## src/design/ypc_pkg.sv

```systemverilog
// Package: shared constants and types for the yaw/pitch camera pose block.
package ypc_pkg;

   localparam int TWO_PI_Q12      = 25736;
   localparam int PI_Q12          = 12868;
   localparam int HALF_PI_Q12     = 6434;
   localparam int PITCH_LIMIT_Q12 = 6431;
   localparam int PX_TO_RAD_Q16   = 46851;
   localparam int GAIN_Q30        = 652032874;
   localparam int ONE_Q14         = 16384;
   localparam int ATAN_ENTRIES    = 24;

   // Register indexes of the configuration port
   localparam logic [2:0] REG_H_SENS      = 3'd0;
   localparam logic [2:0] REG_V_SENS      = 3'd1;
   localparam logic [2:0] REG_START_X     = 3'd2;
   localparam logic [2:0] REG_START_Y     = 3'd3;
   localparam logic [2:0] REG_START_Z     = 3'd4;
   localparam logic [2:0] REG_START_YAW   = 3'd5;
   localparam logic [2:0] REG_START_PITCH = 3'd6;

   // Item kinds
   localparam logic [1:0] KIND_TURN = 2'd0;
   localparam logic [1:0] KIND_MOVE = 2'd1;
   localparam logic [1:0] KIND_OFFS = 2'd2;

   // Arctangent table, Q2.30
   function automatic logic [31:0] atan_q30(input logic [4:0] idx);
      logic [31:0] r;
      case (idx)
         5'd0:  r = 32'h3243F6A8;
         5'd1:  r = 32'h1DAC6705;
         5'd2:  r = 32'h0FADBAFC;
         5'd3:  r = 32'h07F56EA6;
         5'd4:  r = 32'h03FEAB76;
         5'd5:  r = 32'h01FFD55B;
         5'd6:  r = 32'h00FFFAAA;
         5'd7:  r = 32'h007FFF55;
         5'd8:  r = 32'h003FFFEA;
         5'd9:  r = 32'h001FFFFD;
         5'd10: r = 32'h000FFFFF;
         5'd11: r = 32'h0007FFFF;
         5'd12: r = 32'h0003FFFF;
         5'd13: r = 32'h0001FFFF;
         5'd14: r = 32'h0000FFFF;
         5'd15: r = 32'h00007FFF;
         5'd16: r = 32'h00003FFF;
         5'd17: r = 32'h00001FFF;
         5'd18: r = 32'h00000FFF;
         5'd19: r = 32'h000007FF;
         5'd20: r = 32'h000003FF;
         5'd21: r = 32'h000001FF;
         5'd22: r = 32'h000000FF;
         5'd23: r = 32'h0000007F;
         default: r = 32'h0;
      endcase
      return r;
   endfunction

   // Clamp a Q1.14 value into +-1.0
   function automatic logic signed [15:0] clamp_unit(input logic signed [35:0] v);
      logic signed [15:0] r;
      if (v > 36'sd16384) r = 16'sd16384;
      else if (v < -36'sd16384) r = -16'sd16384;
      else r = v[15:0];
      return r;
   endfunction

   // Wrap one step of 2*pi (input stays within +-4*pi for all uses)
   function automatic logic signed [17:0] wrap_once(input logic signed [17:0] a);
      logic signed [17:0] r;
      if (a > 18'sd25736) r = a - 18'sd25736;
      else if (a < -18'sd25736) r = a + 18'sd25736;
      else r = a;
      return r;
   endfunction

endpackage

```

## src/design/yaw_pitch_camera_pose_top.sv

```systemverilog
// Top level: camera pose keeper with iterative CORDIC and a serial multiply unit.
//
//   channel | direction | handshake          | payload
//   req_    | in        | req_valid/req_stall| kind, mouse deltas, move amounts, offsets
//   rsp_    | out       | rsp_valid/rsp_stall| pose, look vector, up vector
//   csr_    | in        | csr_valid/csr_ready| csr_index, csr_wdata
//
// One transaction at a time. A CORDIC pass runs prepare, the micro-rotations and
// a store; a product runs load, 36 serial steps and store on the one shared
// multiplier. An offset or no-op item takes two CORDIC passes and six products,
// a turn two products more and a move twelve more.
// Reset is synchronous, with no clearing pass. A result held
// under rsp_stall keeps its payload; the next request waits for it to leave.
module yaw_pitch_camera_pose_top
   import ypc_pkg::*;
#(
   parameter int CORDIC_STEPS = 16
) (
   input  logic               clock,
   input  logic               reset,
   input  logic               req_valid,
   output logic               req_stall,
   input  logic [1:0]         req_kind,
   input  logic signed [8:0]  req_h_offset_px,
   input  logic signed [8:0]  req_v_offset_px,
   input  logic signed [15:0] req_right_amount,
   input  logic signed [15:0] req_up_amount,
   input  logic signed [15:0] req_forward_amount,
   input  logic [15:0]        req_speed,
   input  logic signed [31:0] req_dx,
   input  logic signed [31:0] req_dy,
   input  logic signed [31:0] req_dz,
   output logic               rsp_valid,
   input  logic               rsp_stall,
   output logic signed [31:0] rsp_out_x,
   output logic signed [31:0] rsp_out_y,
   output logic signed [31:0] rsp_out_z,
   output logic signed [15:0] rsp_out_yaw,
   output logic signed [13:0] rsp_out_pitch,
   output logic signed [15:0] rsp_look_x,
   output logic signed [15:0] rsp_look_y,
   output logic signed [15:0] rsp_look_z,
   output logic signed [15:0] rsp_up_x,
   output logic signed [15:0] rsp_up_y,
   output logic signed [15:0] rsp_up_z,
   input  logic               csr_valid,
   output logic               csr_ready,
   input  logic [2:0]         csr_index,
   input  logic [31:0]        csr_wdata
);

   localparam int STEPS = (CORDIC_STEPS < ATAN_ENTRIES) ? CORDIC_STEPS : ATAN_ENTRIES;
   localparam int SW    = $clog2(STEPS + 1);
   localparam int MW    = 36;   // serial multiplier operand width
   localparam int MCW   = 6;

   // Sequencer states
   localparam logic [3:0] S_IDLE  = 4'd0;
   localparam logic [3:0] S_TURN1 = 4'd1;
   localparam logic [3:0] S_TURN2 = 4'd2;
   localparam logic [3:0] S_CPREP = 4'd3;
   localparam logic [3:0] S_CRUN  = 4'd4;
   localparam logic [3:0] S_CDONE = 4'd5;
   localparam logic [3:0] S_MSET  = 4'd6;
   localparam logic [3:0] S_MRUN  = 4'd7;
   localparam logic [3:0] S_MDONE = 4'd8;
   localparam logic [3:0] S_OUT   = 4'd9;

   // Multiply operation list
   localparam logic [4:0] OP_DH   = 5'd0;
   localparam logic [4:0] OP_DV   = 5'd1;
   localparam logic [4:0] OP_LX   = 5'd2;
   localparam logic [4:0] OP_LZ   = 5'd3;
   localparam logic [4:0] OP_UX   = 5'd4;
   localparam logic [4:0] OP_UY1  = 5'd5;
   localparam logic [4:0] OP_UY2  = 5'd6;
   localparam logic [4:0] OP_UZ   = 5'd7;
   // Move products per axis: right, up and look terms
   localparam logic [4:0] OP_MRX  = 5'd8;
   localparam logic [4:0] OP_MUX  = 5'd9;
   localparam logic [4:0] OP_MLX  = 5'd10;
   localparam logic [4:0] OP_MRY  = 5'd11;
   localparam logic [4:0] OP_MUY  = 5'd12;
   localparam logic [4:0] OP_MLY  = 5'd13;
   localparam logic [4:0] OP_MRZ  = 5'd14;
   localparam logic [4:0] OP_MUZ  = 5'd15;
   localparam logic [4:0] OP_MLZ  = 5'd16;
   // Speed scalings
   localparam logic [4:0] OP_SX   = 5'd17;
   localparam logic [4:0] OP_SY   = 5'd18;
   localparam logic [4:0] OP_SZ   = 5'd19;

   logic [3:0] state_ff, state_in;

   logic [6:0] hsens_ff, vsens_ff;
   logic signed [31:0] px_ff, py_ff, pz_ff;
   logic signed [15:0] yaw_ff;
   logic signed [13:0] pitch_ff;

   // Latched request
   logic [1:0] kind_ff;
   logic signed [8:0] hpx_ff, vpx_ff;
   logic signed [15:0] ramt_ff, uamt_ff, famt_ff;
   logic [15:0] spd_ff;
   logic signed [31:0] dx_ff, dy_ff, dz_ff;

   // Trig results
   logic signed [15:0] sy_ff, cy_ff, sp_ff, cp_ff;
   logic signed [15:0] lx_ff, lz_ff, ux_ff, uy_ff, uz_ff;
   logic signed [35:0] dh_ff, dv_ff, uyp_ff;
   logic signed [35:0] sum_ff [3];

   // CORDIC datapath
   logic signed [33:0] cx_ff, cyv_ff, cz_ff;
   logic [SW-1:0] cstep_ff;
   logic cflip_ff, cwhich_ff;

   // Serial multiplier
   logic signed [MW-1:0] ma_ff;
   logic [MW-1:0] mb_ff;
   logic signed [2*MW-1:0] macc_ff;
   logic [MCW-1:0] mcnt_ff;
   logic [4:0] op_ff;

   // Output register
   logic rsp_valid_ff;

   assign req_stall = (state_ff != S_IDLE) || rsp_valid_ff;
   assign csr_ready = 1'b1;
   assign rsp_valid = rsp_valid_ff;

   logic req_take;
   assign req_take = req_valid && !req_stall;

   // Sensitivity saturation
   function automatic logic [6:0] sat_sens(input logic [6:0] v);
      logic [6:0] r;
      if (v == 7'd0) r = 7'd1;
      else if (v > 7'd100) r = 7'd100;
      else r = v;
      return r;
   endfunction

   // Angle reduction before CORDIC
   logic signed [17:0] ang_a, ang_b, ang_c;
   logic ang_flip;
   always_comb begin
      ang_a = cwhich_ff ? 18'(pitch_ff) : 18'(yaw_ff);
      if (ang_a > 18'sd12868) ang_b = ang_a - 18'sd25736;
      else if (ang_a < -18'sd12868) ang_b = ang_a + 18'sd25736;
      else ang_b = ang_a;
      ang_flip = 1'b0;
      ang_c = ang_b;
      if (ang_b > 18'sd6434) begin
         ang_c = ang_b - 18'sd12868;
         ang_flip = 1'b1;
      end else if (ang_b < -18'sd6434) begin
         ang_c = ang_b + 18'sd12868;
         ang_flip = 1'b1;
      end
   end

   // One CORDIC micro-rotation
   logic signed [33:0] cxs, cys, cx_n, cy_n, cz_n, catan;
   always_comb begin
      cxs = cx_ff >>> cstep_ff;
      cys = cyv_ff >>> cstep_ff;
      catan = 34'(atan_q30(5'(cstep_ff)));
      if (!cz_ff[33]) begin
         cx_n = cx_ff - cys;
         cy_n = cyv_ff + cxs;
         cz_n = cz_ff - catan;
      end else begin
         cx_n = cx_ff + cys;
         cy_n = cyv_ff - cxs;
         cz_n = cz_ff + catan;
      end
   end

   // CORDIC rounding to Q1.14 with flip and clamp
   logic signed [35:0] rx, ry;
   logic signed [15:0] cs_res, cc_res;
   always_comb begin
      rx = (36'(cx_ff) + 36'sd32768) >>> 16;
      ry = (36'(cyv_ff) + 36'sd32768) >>> 16;
      if (cflip_ff) begin
         rx = -rx;
         ry = -ry;
      end
      cs_res = clamp_unit(ry);
      cc_res = clamp_unit(rx);
   end

   // Multiply operand selection
   logic signed [MW-1:0] op_a;
   logic [MW-1:0] op_b;
   logic op_b_signed;
   always_comb begin
      op_a = '0;
      op_b = '0;
      op_b_signed = 1'b1;
      case (op_ff)
         OP_DH: begin
            op_a = MW'(hpx_ff) * MW'(signed'({1'b0, hsens_ff}));
            op_b = MW'(PX_TO_RAD_Q16);
         end
         OP_DV: begin
            op_a = MW'(vpx_ff) * MW'(signed'({1'b0, vsens_ff}));
            op_b = MW'(PX_TO_RAD_Q16);
         end
         OP_LX:  begin op_a = MW'(sy_ff); op_b = MW'(cp_ff); end
         OP_LZ:  begin op_a = MW'(cy_ff); op_b = MW'(cp_ff); end
         OP_UX:  begin op_a = -MW'(sy_ff); op_b = MW'(sp_ff); end
         OP_UY1: begin op_a = MW'(sy_ff); op_b = MW'(lx_ff); end
         OP_UY2: begin op_a = MW'(cy_ff); op_b = MW'(lz_ff); end
         OP_UZ:  begin op_a = MW'(cy_ff); op_b = MW'(sp_ff); end
         OP_MRX: begin op_a = MW'(cy_ff); op_b = MW'(ramt_ff); end
         OP_MUX: begin op_a = MW'(ux_ff); op_b = MW'(uamt_ff); end
         OP_MLX: begin op_a = MW'(lx_ff); op_b = MW'(famt_ff); end
         OP_MRY: begin op_a = '0;         op_b = MW'(ramt_ff); end
         OP_MUY: begin op_a = MW'(uy_ff); op_b = MW'(uamt_ff); end
         OP_MLY: begin op_a = MW'(sp_ff); op_b = MW'(famt_ff); end
         OP_MRZ: begin op_a = MW'(sy_ff); op_b = MW'(ramt_ff); end
         OP_MUZ: begin op_a = MW'(uz_ff); op_b = MW'(uamt_ff); end
         OP_MLZ: begin op_a = MW'(lz_ff); op_b = MW'(famt_ff); end
         OP_SX:  begin op_a = sum_ff[0]; op_b = MW'(spd_ff); op_b_signed = 1'b0; end
         OP_SY:  begin op_a = sum_ff[1]; op_b = MW'(spd_ff); op_b_signed = 1'b0; end
         OP_SZ:  begin op_a = sum_ff[2]; op_b = MW'(spd_ff); op_b_signed = 1'b0; end
         default: begin op_a = '0; op_b = '0; end
      endcase
   end

   // Move sum slot for the current product
   logic [1:0] sum_idx;
   always_comb begin
      unique case (op_ff) inside
         OP_MRX, OP_MUX, OP_MLX: sum_idx = 2'd0;
         OP_MRY, OP_MUY, OP_MLY: sum_idx = 2'd1;
         default:                sum_idx = 2'd2;
      endcase
   end

   // Bit-serial multiply step: one bit of b per cycle, top bit weighted negative for a signed b
   logic signed [2*MW-1:0] madd, mprod;
   always_comb begin
      madd = mb_ff[0] ? (2*MW)'(ma_ff) <<< mcnt_ff : '0;
      if (mcnt_ff == MCW'(MW - 1) && op_b_signed)
         mprod = macc_ff - madd;
      else
         mprod = macc_ff + madd;
   end

   // Rounded views of a finished product
   logic signed [71:0] p14, p16, p20;
   assign p14 = (macc_ff + 72'sd8192) >>> 14;
   assign p16 = (macc_ff + 72'sd32768) >>> 16;
   assign p20 = (macc_ff + 72'sd524288) >>> 20;

   // Turn arithmetic
   logic signed [17:0] np, yaw_sum;
   always_comb begin
      np = 18'(pitch_ff) + 18'(dv_ff);
      if (np > 18'sd6431) np = 18'sd6431;
      else if (np < -18'sd6431) np = -18'sd6431;
      yaw_sum = 18'(yaw_ff) + 18'(dh_ff);
   end

   // Start register decode
   logic signed [17:0] syaw_w;
   logic signed [13:0] spitch_s;
   always_comb begin
      syaw_w = wrap_once(wrap_once(18'(signed'(csr_wdata[15:0]))));
      if (signed'(csr_wdata[13:0]) > 14'sd6434) spitch_s = 14'sd6434;
      else if (signed'(csr_wdata[13:0]) < -14'sd6434) spitch_s = -14'sd6434;
      else spitch_s = signed'(csr_wdata[13:0]);
   end

   always_comb begin
      state_in = state_ff;
      unique case (state_ff)
         S_IDLE:  if (req_take) state_in = (req_kind == KIND_TURN) ? S_MSET : S_CPREP;
         S_TURN1: state_in = S_TURN2;
         S_TURN2: state_in = S_CPREP;
         S_CPREP: state_in = S_CRUN;
         S_CRUN:  if (cstep_ff == SW'(STEPS - 1)) state_in = S_CDONE;
         S_CDONE: state_in = cwhich_ff ? S_MSET : S_CPREP;
         S_MSET:  state_in = S_MRUN;
         S_MRUN:  if (mcnt_ff == MCW'(MW - 1)) state_in = S_MDONE;
         S_MDONE: begin
            if (op_ff == OP_DV) state_in = S_TURN1;
            else if (op_ff == OP_UZ && kind_ff != KIND_MOVE) state_in = S_OUT;
            else if (op_ff == OP_SZ) state_in = S_OUT;
            else state_in = S_MSET;
         end
         S_OUT:   state_in = S_IDLE;
         default: state_in = S_IDLE;
      endcase
   end

   always_ff @(posedge clock) begin
      if (reset) begin
         state_ff     <= S_IDLE;
         rsp_valid_ff <= 1'b0;
         hsens_ff     <= 7'd50;
         vsens_ff     <= 7'd50;
         px_ff        <= '0;
         py_ff        <= '0;
         pz_ff        <= '0;
         yaw_ff       <= '0;
         pitch_ff     <= '0;
         op_ff        <= OP_DH;
         cwhich_ff    <= 1'b0;
      end else begin
         state_ff <= state_in;
         if (rsp_valid_ff && !rsp_stall) rsp_valid_ff <= 1'b0;

         // Configuration writes: the user issues them only while idle; not enforced here
         if (csr_valid) begin
            unique case (csr_index)
               REG_H_SENS:      hsens_ff <= sat_sens(csr_wdata[6:0]);
               REG_V_SENS:      vsens_ff <= sat_sens(csr_wdata[6:0]);
               REG_START_X:     px_ff <= csr_wdata;
               REG_START_Y:     py_ff <= csr_wdata;
               REG_START_Z:     pz_ff <= csr_wdata;
               REG_START_YAW:   yaw_ff <= syaw_w[15:0];
               REG_START_PITCH: pitch_ff <= spitch_s;
               default: ;
            endcase
         end

         unique case (state_ff)
            S_IDLE: begin
               if (req_take) begin
                  kind_ff <= req_kind;
                  hpx_ff  <= req_h_offset_px;
                  vpx_ff  <= req_v_offset_px;
                  ramt_ff <= req_right_amount;
                  uamt_ff <= req_up_amount;
                  famt_ff <= req_forward_amount;
                  spd_ff  <= req_speed;
                  dx_ff   <= req_dx;
                  dy_ff   <= req_dy;
                  dz_ff   <= req_dz;
                  op_ff   <= OP_DH;
                  cwhich_ff <= 1'b0;
               end
            end
            S_TURN1: begin
               pitch_ff <= np[13:0];
               yaw_ff   <= 16'(wrap_once(yaw_sum));
            end
            S_TURN2: begin
               yaw_ff   <= 16'(wrap_once(18'(yaw_ff)));
               op_ff    <= OP_LX;
            end
            S_CPREP: begin
               cx_ff    <= 34'(GAIN_Q30);
               cyv_ff   <= '0;
               cz_ff    <= 34'(ang_c) <<< 18;
               cflip_ff <= ang_flip;
               cstep_ff <= '0;
               op_ff    <= OP_LX;
            end
            S_CRUN: begin
               cx_ff    <= cx_n;
               cyv_ff   <= cy_n;
               cz_ff    <= cz_n;
               cstep_ff <= cstep_ff + SW'(1);
            end
            S_CDONE: begin
               if (!cwhich_ff) begin
                  sy_ff <= cs_res;
                  cy_ff <= cc_res;
               end else begin
                  sp_ff <= cs_res;
                  cp_ff <= cc_res;
               end
               cwhich_ff <= !cwhich_ff;
            end
            S_MSET: begin
               ma_ff   <= op_a;
               mb_ff   <= op_b;
               macc_ff <= '0;
               mcnt_ff <= '0;
            end
            S_MRUN: begin
               macc_ff <= mprod;
               mb_ff   <= mb_ff >> 1;
               mcnt_ff <= mcnt_ff + MCW'(1);
            end
            S_MDONE: begin
               op_ff <= op_ff + 5'd1;
               case (op_ff) inside
                  OP_DH:  dh_ff <= 36'(p16);
                  OP_DV:  dv_ff <= 36'(p16);
                  OP_LX:  lx_ff <= clamp_unit(36'(p14));
                  OP_LZ:  lz_ff <= clamp_unit(-clamp_unit(36'(p14)));
                  OP_UX:  ux_ff <= clamp_unit(36'(p14));
                  OP_UY1: uyp_ff <= 36'(macc_ff);
                  OP_UY2: uy_ff <= clamp_unit(36'(((uyp_ff - 36'(macc_ff)) + 36'sd8192) >>> 14));
                  OP_UZ:  uz_ff <= clamp_unit(36'(p14));
                  OP_MRX, OP_MRY, OP_MRZ: sum_ff[sum_idx] <= 36'(macc_ff);
                  OP_MUX, OP_MLX, OP_MUY, OP_MLY, OP_MUZ, OP_MLZ:
                     sum_ff[sum_idx] <= sum_ff[sum_idx] + 36'(macc_ff);
                  OP_SX: px_ff <= px_ff + 32'(p20);
                  OP_SY: py_ff <= py_ff + 32'(p20);
                  OP_SZ: pz_ff <= pz_ff + 32'(p20);
                  default: ;
               endcase
            end
            S_OUT: begin
               if (kind_ff == KIND_OFFS) begin
                  px_ff <= px_ff + dx_ff;
                  py_ff <= py_ff + dy_ff;
                  pz_ff <= pz_ff + dz_ff;
               end
               rsp_valid_ff <= 1'b1;
            end
            default: ;
         endcase
      end
   end

   // Result register reads pose after the update
   assign rsp_out_x     = px_ff;
   assign rsp_out_y     = py_ff;
   assign rsp_out_z     = pz_ff;
   assign rsp_out_yaw   = yaw_ff;
   assign rsp_out_pitch = pitch_ff;
   assign rsp_look_x    = lx_ff;
   assign rsp_look_y    = sp_ff;
   assign rsp_look_z    = lz_ff;
   assign rsp_up_x      = ux_ff;
   assign rsp_up_y      = uy_ff;
   assign rsp_up_z      = uz_ff;

`ifndef NO_ASSERTIONS
   a_no_take_busy: assert property (@(posedge clock) disable iff (reset)
      (state_ff != S_IDLE) |-> req_stall)
      else $error("request taken while busy");
   a_rsp_hold: assert property (@(posedge clock) disable iff (reset)
      (rsp_valid && rsp_stall) |=> (rsp_valid && $stable(rsp_out_x) && $stable(rsp_look_x)))
      else $error("result changed under stall");
   a_pitch_range: assert property (@(posedge clock) disable iff (reset)
      (rsp_valid) |-> (pitch_ff <= 14'sd6434 && pitch_ff >= -14'sd6434))
      else $error("pitch out of range");
   a_out_done: assert property (@(posedge clock) disable iff (reset)
      (state_ff == S_OUT) |=> rsp_valid)
      else $error("result not raised");
`endif

endmodule

```

## config.mk

```make
export PLATFORM = sky130hd
export DESIGN_NAME = yaw_pitch_camera_pose_top
export DESIGN_NICKNAME = d
export VERILOG_FILES = /design/src/design/ypc_pkg.sv /design/src/design/yaw_pitch_camera_pose_top.sv
export SDC_FILE = /design/constraint.sdc
export NUM_CORES = 2
export LEC_CHECK = 0
export BUFFER_PORTS_ARGS = -buffer_cell sky130_fd_sc_hd__buf_2
export CORE_ASPECT_RATIO = 0.9
export CORE_MARGIN = 2
export CORE_UTILIZATION = 57
export CTS_CLUSTER_SIZE = 30
export DETAILED_ROUTE_END_ITERATION = 7
export PLACE_DENSITY = 0.84
export SLEW_MARGIN = 20
export SYNTH_ARGS = -nofsm -noshare
export SYNTH_HDL_FRONTEND = slang
export SYNTH_SLANG_ARGS = --single-unit
export TNS_END_PERCENT = 100
```

## constraint.sdc

```tcl
create_clock -name clock -period 10.74 [get_ports clock]
set_clock_uncertainty 0.15 [all_clocks]
set_input_delay 1.074 -clock clock [delete_from_list [all_inputs] [get_ports clock]]
set_output_delay 1.074 -clock clock [all_outputs]
set_load 0.01 [all_outputs]
```

# After elaboration in Yosys (flattened, before gate mapping)
# Memories as Yosys holds them, arrays and structs flattened. A register that Yosys moved wholly into a read port is not among the register bits.
# Index checks and enable logic that the tools add are counted.
# W data, S select, Z words.
# word_totals
input_bits,220
romBits,960
mem_bits_rw,108
out_inout_bits,225
regBits,805
n_memories,2
elab_cells,381
# mem_list
name,words,width,read_ports,rd_ports_with_merged_regs,write_ports,line_no,text
(name not given),32,30,1,1,0,ypc_pkg.sv:30,case (idx)
sum_ff,3,36,4,0,1,yaw_pitch_camera_pose_top.sv:111,logic signed [35:0] sum_ff [3];
# op_classes
mux,148
n_reduce_logical,60
n_shift,3
bitwise,10
addsub,43
n_eq_ne,42
order_cmp,27
multipliers,2
# ops
cell,n
$mux W32,45
$pmux W36 S14,1
$mux W16,24
$pmux W36 S9,1
$pmux W34 S2,3
$add A32 B32 Y32,6
$pmux W32 S2,3
$gt A36 B16 Y1 const B,4
$lt A36 B15 Y1 const B,4
$mux W72,2
$pmux W72 S2,1
$mux W36,3
$mux W34,3
$mux W14,7
$mux W18,5
$add A72 B72 Y72,1
$neg A16 Y36,2
$neg A19 Y36,2
$pmux W36 S2,1
$sshl A72 B6 Y72,1
$sub A72 B72 Y72,1
$add A34 B17 Y35 const B,2
$add A34 B34 Y34,2
$sshr A34 B5 Y34,2
other kinds (90),209

# Longest topological paths before layout
# logic_depth
depth_word,17
ltp_mapped,31
depth_no_buf,27

# Worst setup path after synthesis
# No wires, ideal clock.
# synth_timing
path_kind,input to register
from,in reset
to,reg dx_ff[0] (enable)
t_arrival_ns,9.352
path_stages,5
n_path_buf,4
t_required_ns,9.867
setup_time_ns,0.723
slack_ns,0.515
path_cell_list,clkbuf_1 -> clkbuf_1 -> buf_1 -> clkbuf_1 -> nor2_1
# synth_between
elab_chain_len,2
# synth_rtl
item,line_no,text
start: declaration,yaw_pitch_camera_pose_top.sv:20,"input logic reset,"
$not A1 Y1 (no line),n/a,
$reduce_and A3 Y1 (no line),n/a,
end signal: assignment,yaw_pitch_camera_pose_top.sv:341,dx_ff <= req_dx;
end: declaration,yaw_pitch_camera_pose_top.sv:105,"logic signed [31:0] dx_ff, dy_ff, dz_ff;"
# Every way passes these cells.
# A chain may end at the register's enable or synchronous reset.

# Final worst setup path
# layout_timing
from,reg cstep_ff[0]
to,"reg cx_ff[31], data pin"
# layout_between
elab_chain_len,4
word_cells_on_any_way,5
cone_classes,add/sub: 2; shift: 1; mux: 2
# layout_rtl
item,line_no,text
start: declaration,yaw_pitch_camera_pose_top.sv:115,logic [SW-1:0] cstep_ff;
start signal: assignment,yaw_pitch_camera_pose_top.sv:368,cstep_ff <= cstep_ff + SW'(1);
$sshr A34 B5 Y34 *,yaw_pitch_camera_pose_top.sv:167,cys = cyv_ff >>> cstep_ff;
$sub A34 B34 Y34 / $add A34 B34 Y34 (equally long branches),"yaw_pitch_camera_pose_top.sv:170, yaw_pitch_camera_pose_top.sv:174",
$mux W34 *,yaw_pitch_camera_pose_top.sv:169,if (!cz_ff[33]) begin
$pmux W34 S2 *,yaw_pitch_camera_pose_top.sv:331,unique case (state_ff)
end signal: assignment,yaw_pitch_camera_pose_top.sv:357,cx_ff <= 34'(GAIN_Q30);
end signal: assignment,yaw_pitch_camera_pose_top.sv:365,cx_ff <= cx_n;
end: declaration,yaw_pitch_camera_pose_top.sv:114,"logic signed [33:0] cx_ff, cyv_ff, cz_ff;"
# Mark *: on every way between the ends. The rest lies on a longest branch, timed or not.

==> results.toml <==
[route]
drc = 15
drt-pass1-iter-count = 8
wl_um = 298000
vias_per_cell = 6.87
vias = 76200
drt_iter0_drc = 11200
drtAntennaViolNets = 0
wire_per_inst_um = 26.9

[floorplanning]
die_x_um = 400
core_area_um2 = 140000
fp.dieH_um = 360
num_io_pins = 445
fp.dieArea_um2 = 144000
num_rows = 130
start_util_pct = 57.5

[power_and_ir_drop]
fin_total_pwr_w = 0.0180
leakagePower_nw = 35.8
vdd_drop_max_uv = 196
p_per_area_nw_per_um2 = 205

[hold_path]
min_from = "req_up_amount[0]"
whs_endpoint = "uamt_ff[0]"
hold_depth = 1
holdCritPathClass = "in2reg"

[global_route]
globalRouteTotalUtil_pct = 39.8
first_global_vias = 71900
use_met3_pct = 12.7
grt_overflow_total = 0
globalRouteMet1Util_pct = 51.8
grt_max_degree = 104
top_usage_layer = "met2"
grt_pass1_wl_um = 441000
antenna_found_initial = 24
use_met2_pct = 59.5

[sta]
slew-limit-headroom_pct = 8.93
min_period_ns = 8.12
rsz0062_at_grt = "false"
hold_viol_final = 0
tightest_slew_ns = 1.34
setup_tns_ns = 0
fmax_ghz = 0.123
slew_violations = 0
finalSetupViolations = 0
holdWs_ns = 0.322
fin_crit_sh_pct = 75.6

[cts]
clkTransAtPathRegs_ns = 0.06
cts.sinks = 923
htreeDepth = 3
ctsHoldBuffers = 0
cts_buffer_depth = 3
ctsResizeCount = 0
cts_made_buffers = 106
postCtsSetupRepairBufs = 0
cts_root_buffer = "clkbuf_16"
clkLatencyLatePin_ns = 0.78
cts_tree = "yes"

[final_layout]
fillers = 11400
postLayoutCellArea_um2 = 88200
layout.nets = 10100
regArea_um2 = 25900
multi_input_area_um2 = 51600
drive_gt1_share_pct = 11.6
area_growth_pct = 9.72

[synthesis]
synth.distinct_cells = 113
avgSynthCellArea_um2 = 9.09
synthArstFlopShare_pct = 0
syn-num-nets = 9776
synth_area_um2 = 80400
ys_seq_area_share_pct = 32.2
synth-edff-count = 742
ys_seq_elements = 923
syn_inst = 8846
yosysWarnings = 0
synth_flop_cell = "edfxtp_1"

[place]
dp_hpwl_um = 225000
gp_congestion = 1.04
postPlaceCellArea_um2 = 84500
portBuffers = 443

[setup_path]
required_ns = 11.07
ff2ff_setup_slack_ns = 2.62
worstPathArrival_ns = 8.45
r2r_end = "cx_ff[31]"
regToRegStartpoint = "cstep_ff[0]"
start_kind = "register"
reg2regPathDepth = 21
critPathMaxFanout = 41
startpoint = "cstep_ff[0]"
end_kind = "register"
critPathKind = "reg2reg"

[job]
drv_cap = 0

[run_status]
violations = "design-rule violations"
run_status = "complete, but fails checks"
per-stage QoR:
stage	util [%]	cells	setup WS (ns)
after floorplan	-	8846	0.515
after global placement	60.5	10900	2.95
after detailed placement	60.5	10900	2.74
after CTS	63.1	11100	2.73
after global routing	63.1	11100	2.05
final	63.1	11100	2.62
report_power, final:
part           switching, W  internal [W]
logic               0.00569       0.00360
registers          0.000480       0.00442
clock network       0.00167       0.00219
total               0.00784        0.0102
cell families after synthesis:
| logic type | synth area share (%) |
|---|---|
| xor gates and xnor gates | 8.29 |
| and+or+nand+nor | 16.7 |
| DFF | 32.2 |
| muxes | 6.88 |
| adders and majority gates | 12.1 |
| other | 0.00466 |
| AOI/OAI and AO/OA | 19.9 |
| buffers and inverters | 3.85 |
worst max-delay path: stages, from the launching register on:
cell and delay (ns):
edfxtp_1 1.01, buf_4 0.72, mux4_2 0.64, mux2_2 0.31, mux2i_1 0.24, a21oi_1 0.15
or3_1 0.46, nor4_1 0.68, a21oi_1 0.19, xor2_1 0.20, ha_1 0.37, and3_1 0.18
a21oi_1 0.30, o21ai_0 0.22, o31ai_1 0.59, o211ai_1 0.23, a31oi_1 0.34, o21ai_0 0.24
a21o_1 0.22, a21oi_1 0.18, xor2_1 0.16, nor2_1 0.05
flip-flops by register name, summed over array words and instances, names as in the netlist, 18 cells and up:
register / flops
catan: 30
cyv_ff: 34
dy_ff: 32
rsp_out_z: 32
uyp_ff: 36
dx_ff: 32
cx_ff: 34
rsp_out_x: 32
mb_ff: 36
macc_ff: 52
cz_ff: 34
sum_ff: 108
ma_ff: 36
rsp_out_y: 32
dv_ff: 18
dh_ff: 18
dz_ff: 32
cell usage in the layout, fill, tap and decap left out, types with 92 or more instances in the layout:
cell type and count:
inv_1 395, a21o_1 207, nor2_1 854, a31oi_1 92, buf_2 442, xor2_1 282, and2_1 169, o21ai_0 466
clkbuf_16 106, edfxtp_1 742, mux2i_1 207, a21oi_1 674, o22ai_1 95, nand3_1 225, ha_1 595, buf_4 121
nand2b_1 105, nor3_1 190, xnor2_1 474, a22oi_1 97, dfxtp_1 180, mux4_2 122, fa_1 115, nand2_1 728
worst max path at each step:
stage	to	slack, ns	cells after the start
3_5_place_dp	cx_ff[31]	2.74	21
3_3_place_gp	rsp_look_z[9]	2.95	22
6_report	cx_ff[31]	2.62	21
2_1_floorplan	dx_ff[0]	0.51	5
5_1_grt	cx_ff[31]	2.05	24
4_1_cts	cx_ff[31]	2.73	21
final cells by class:
type | count | share of cell area (%)
Antenna cell | 25 | 0.0709
Clock buffer | 130 | 3.22
Clock inverter | 64 | 0.891
Inverter | 402 | 1.72
Multi-Input combinational cell | 7124 | 58.6
Sequential cell | 923 | 29.4
Tap cell | 1848 | 2.62
Timing Repair Buffer | 564 | 3.55
synthesized netlist by cell type (63+ instances only):
| cell | count | area share [%] |
|---|---|---|
| a211oi_1 | 86 | 0.80 |
| a21o_1 | 207 | 1.9 |
| a21oi_1 | 675 | 4.2 |
| a22oi_1 | 97 | 0.91 |
| a31oi_1 | 93 | 0.72 |
| and2_1 | 169 | 1.3 |
| and3_1 | 79 | 0.61 |
| clkbuf_1 | 301 | 1.4 |
| dfxtp_1 | 181 | 4.5 |
| edfxtp_1 | 742 | 28 |
| fa_1 | 115 | 2.9 |
| ha_1 | 595 | 9.3 |
| inv_1 | 397 | 1.9 |
| mux2_2 | 63 | 0.88 |
| mux2i_1 | 207 | 2.6 |
| mux4_2 | 122 | 3.4 |
| nand2_1 | 729 | 3.4 |
| nand2b_1 | 105 | 0.82 |
| nand3_1 | 227 | 1.4 |
| nand4_1 | 78 | 0.61 |
| nor2_1 | 867 | 4.0 |
| nor2b_1 | 77 | 0.60 |
| nor3_1 | 202 | 1.3 |
| o21a_1 | 83 | 0.78 |
| o21ai_0 | 469 | 2.9 |
| o21bai_1 | 73 | 0.68 |
| o22ai_1 | 95 | 0.74 |
| xnor2_1 | 475 | 5.2 |
| xor2_1 | 282 | 3.1 |
layer usage:
metal	wire (um)	vias up
met1	111000	36400
li1	-	33400
met5	110	-
met3	40900	1064
met4	17600	16
met2	128000	5220
(Power assumes the default switching activity.)
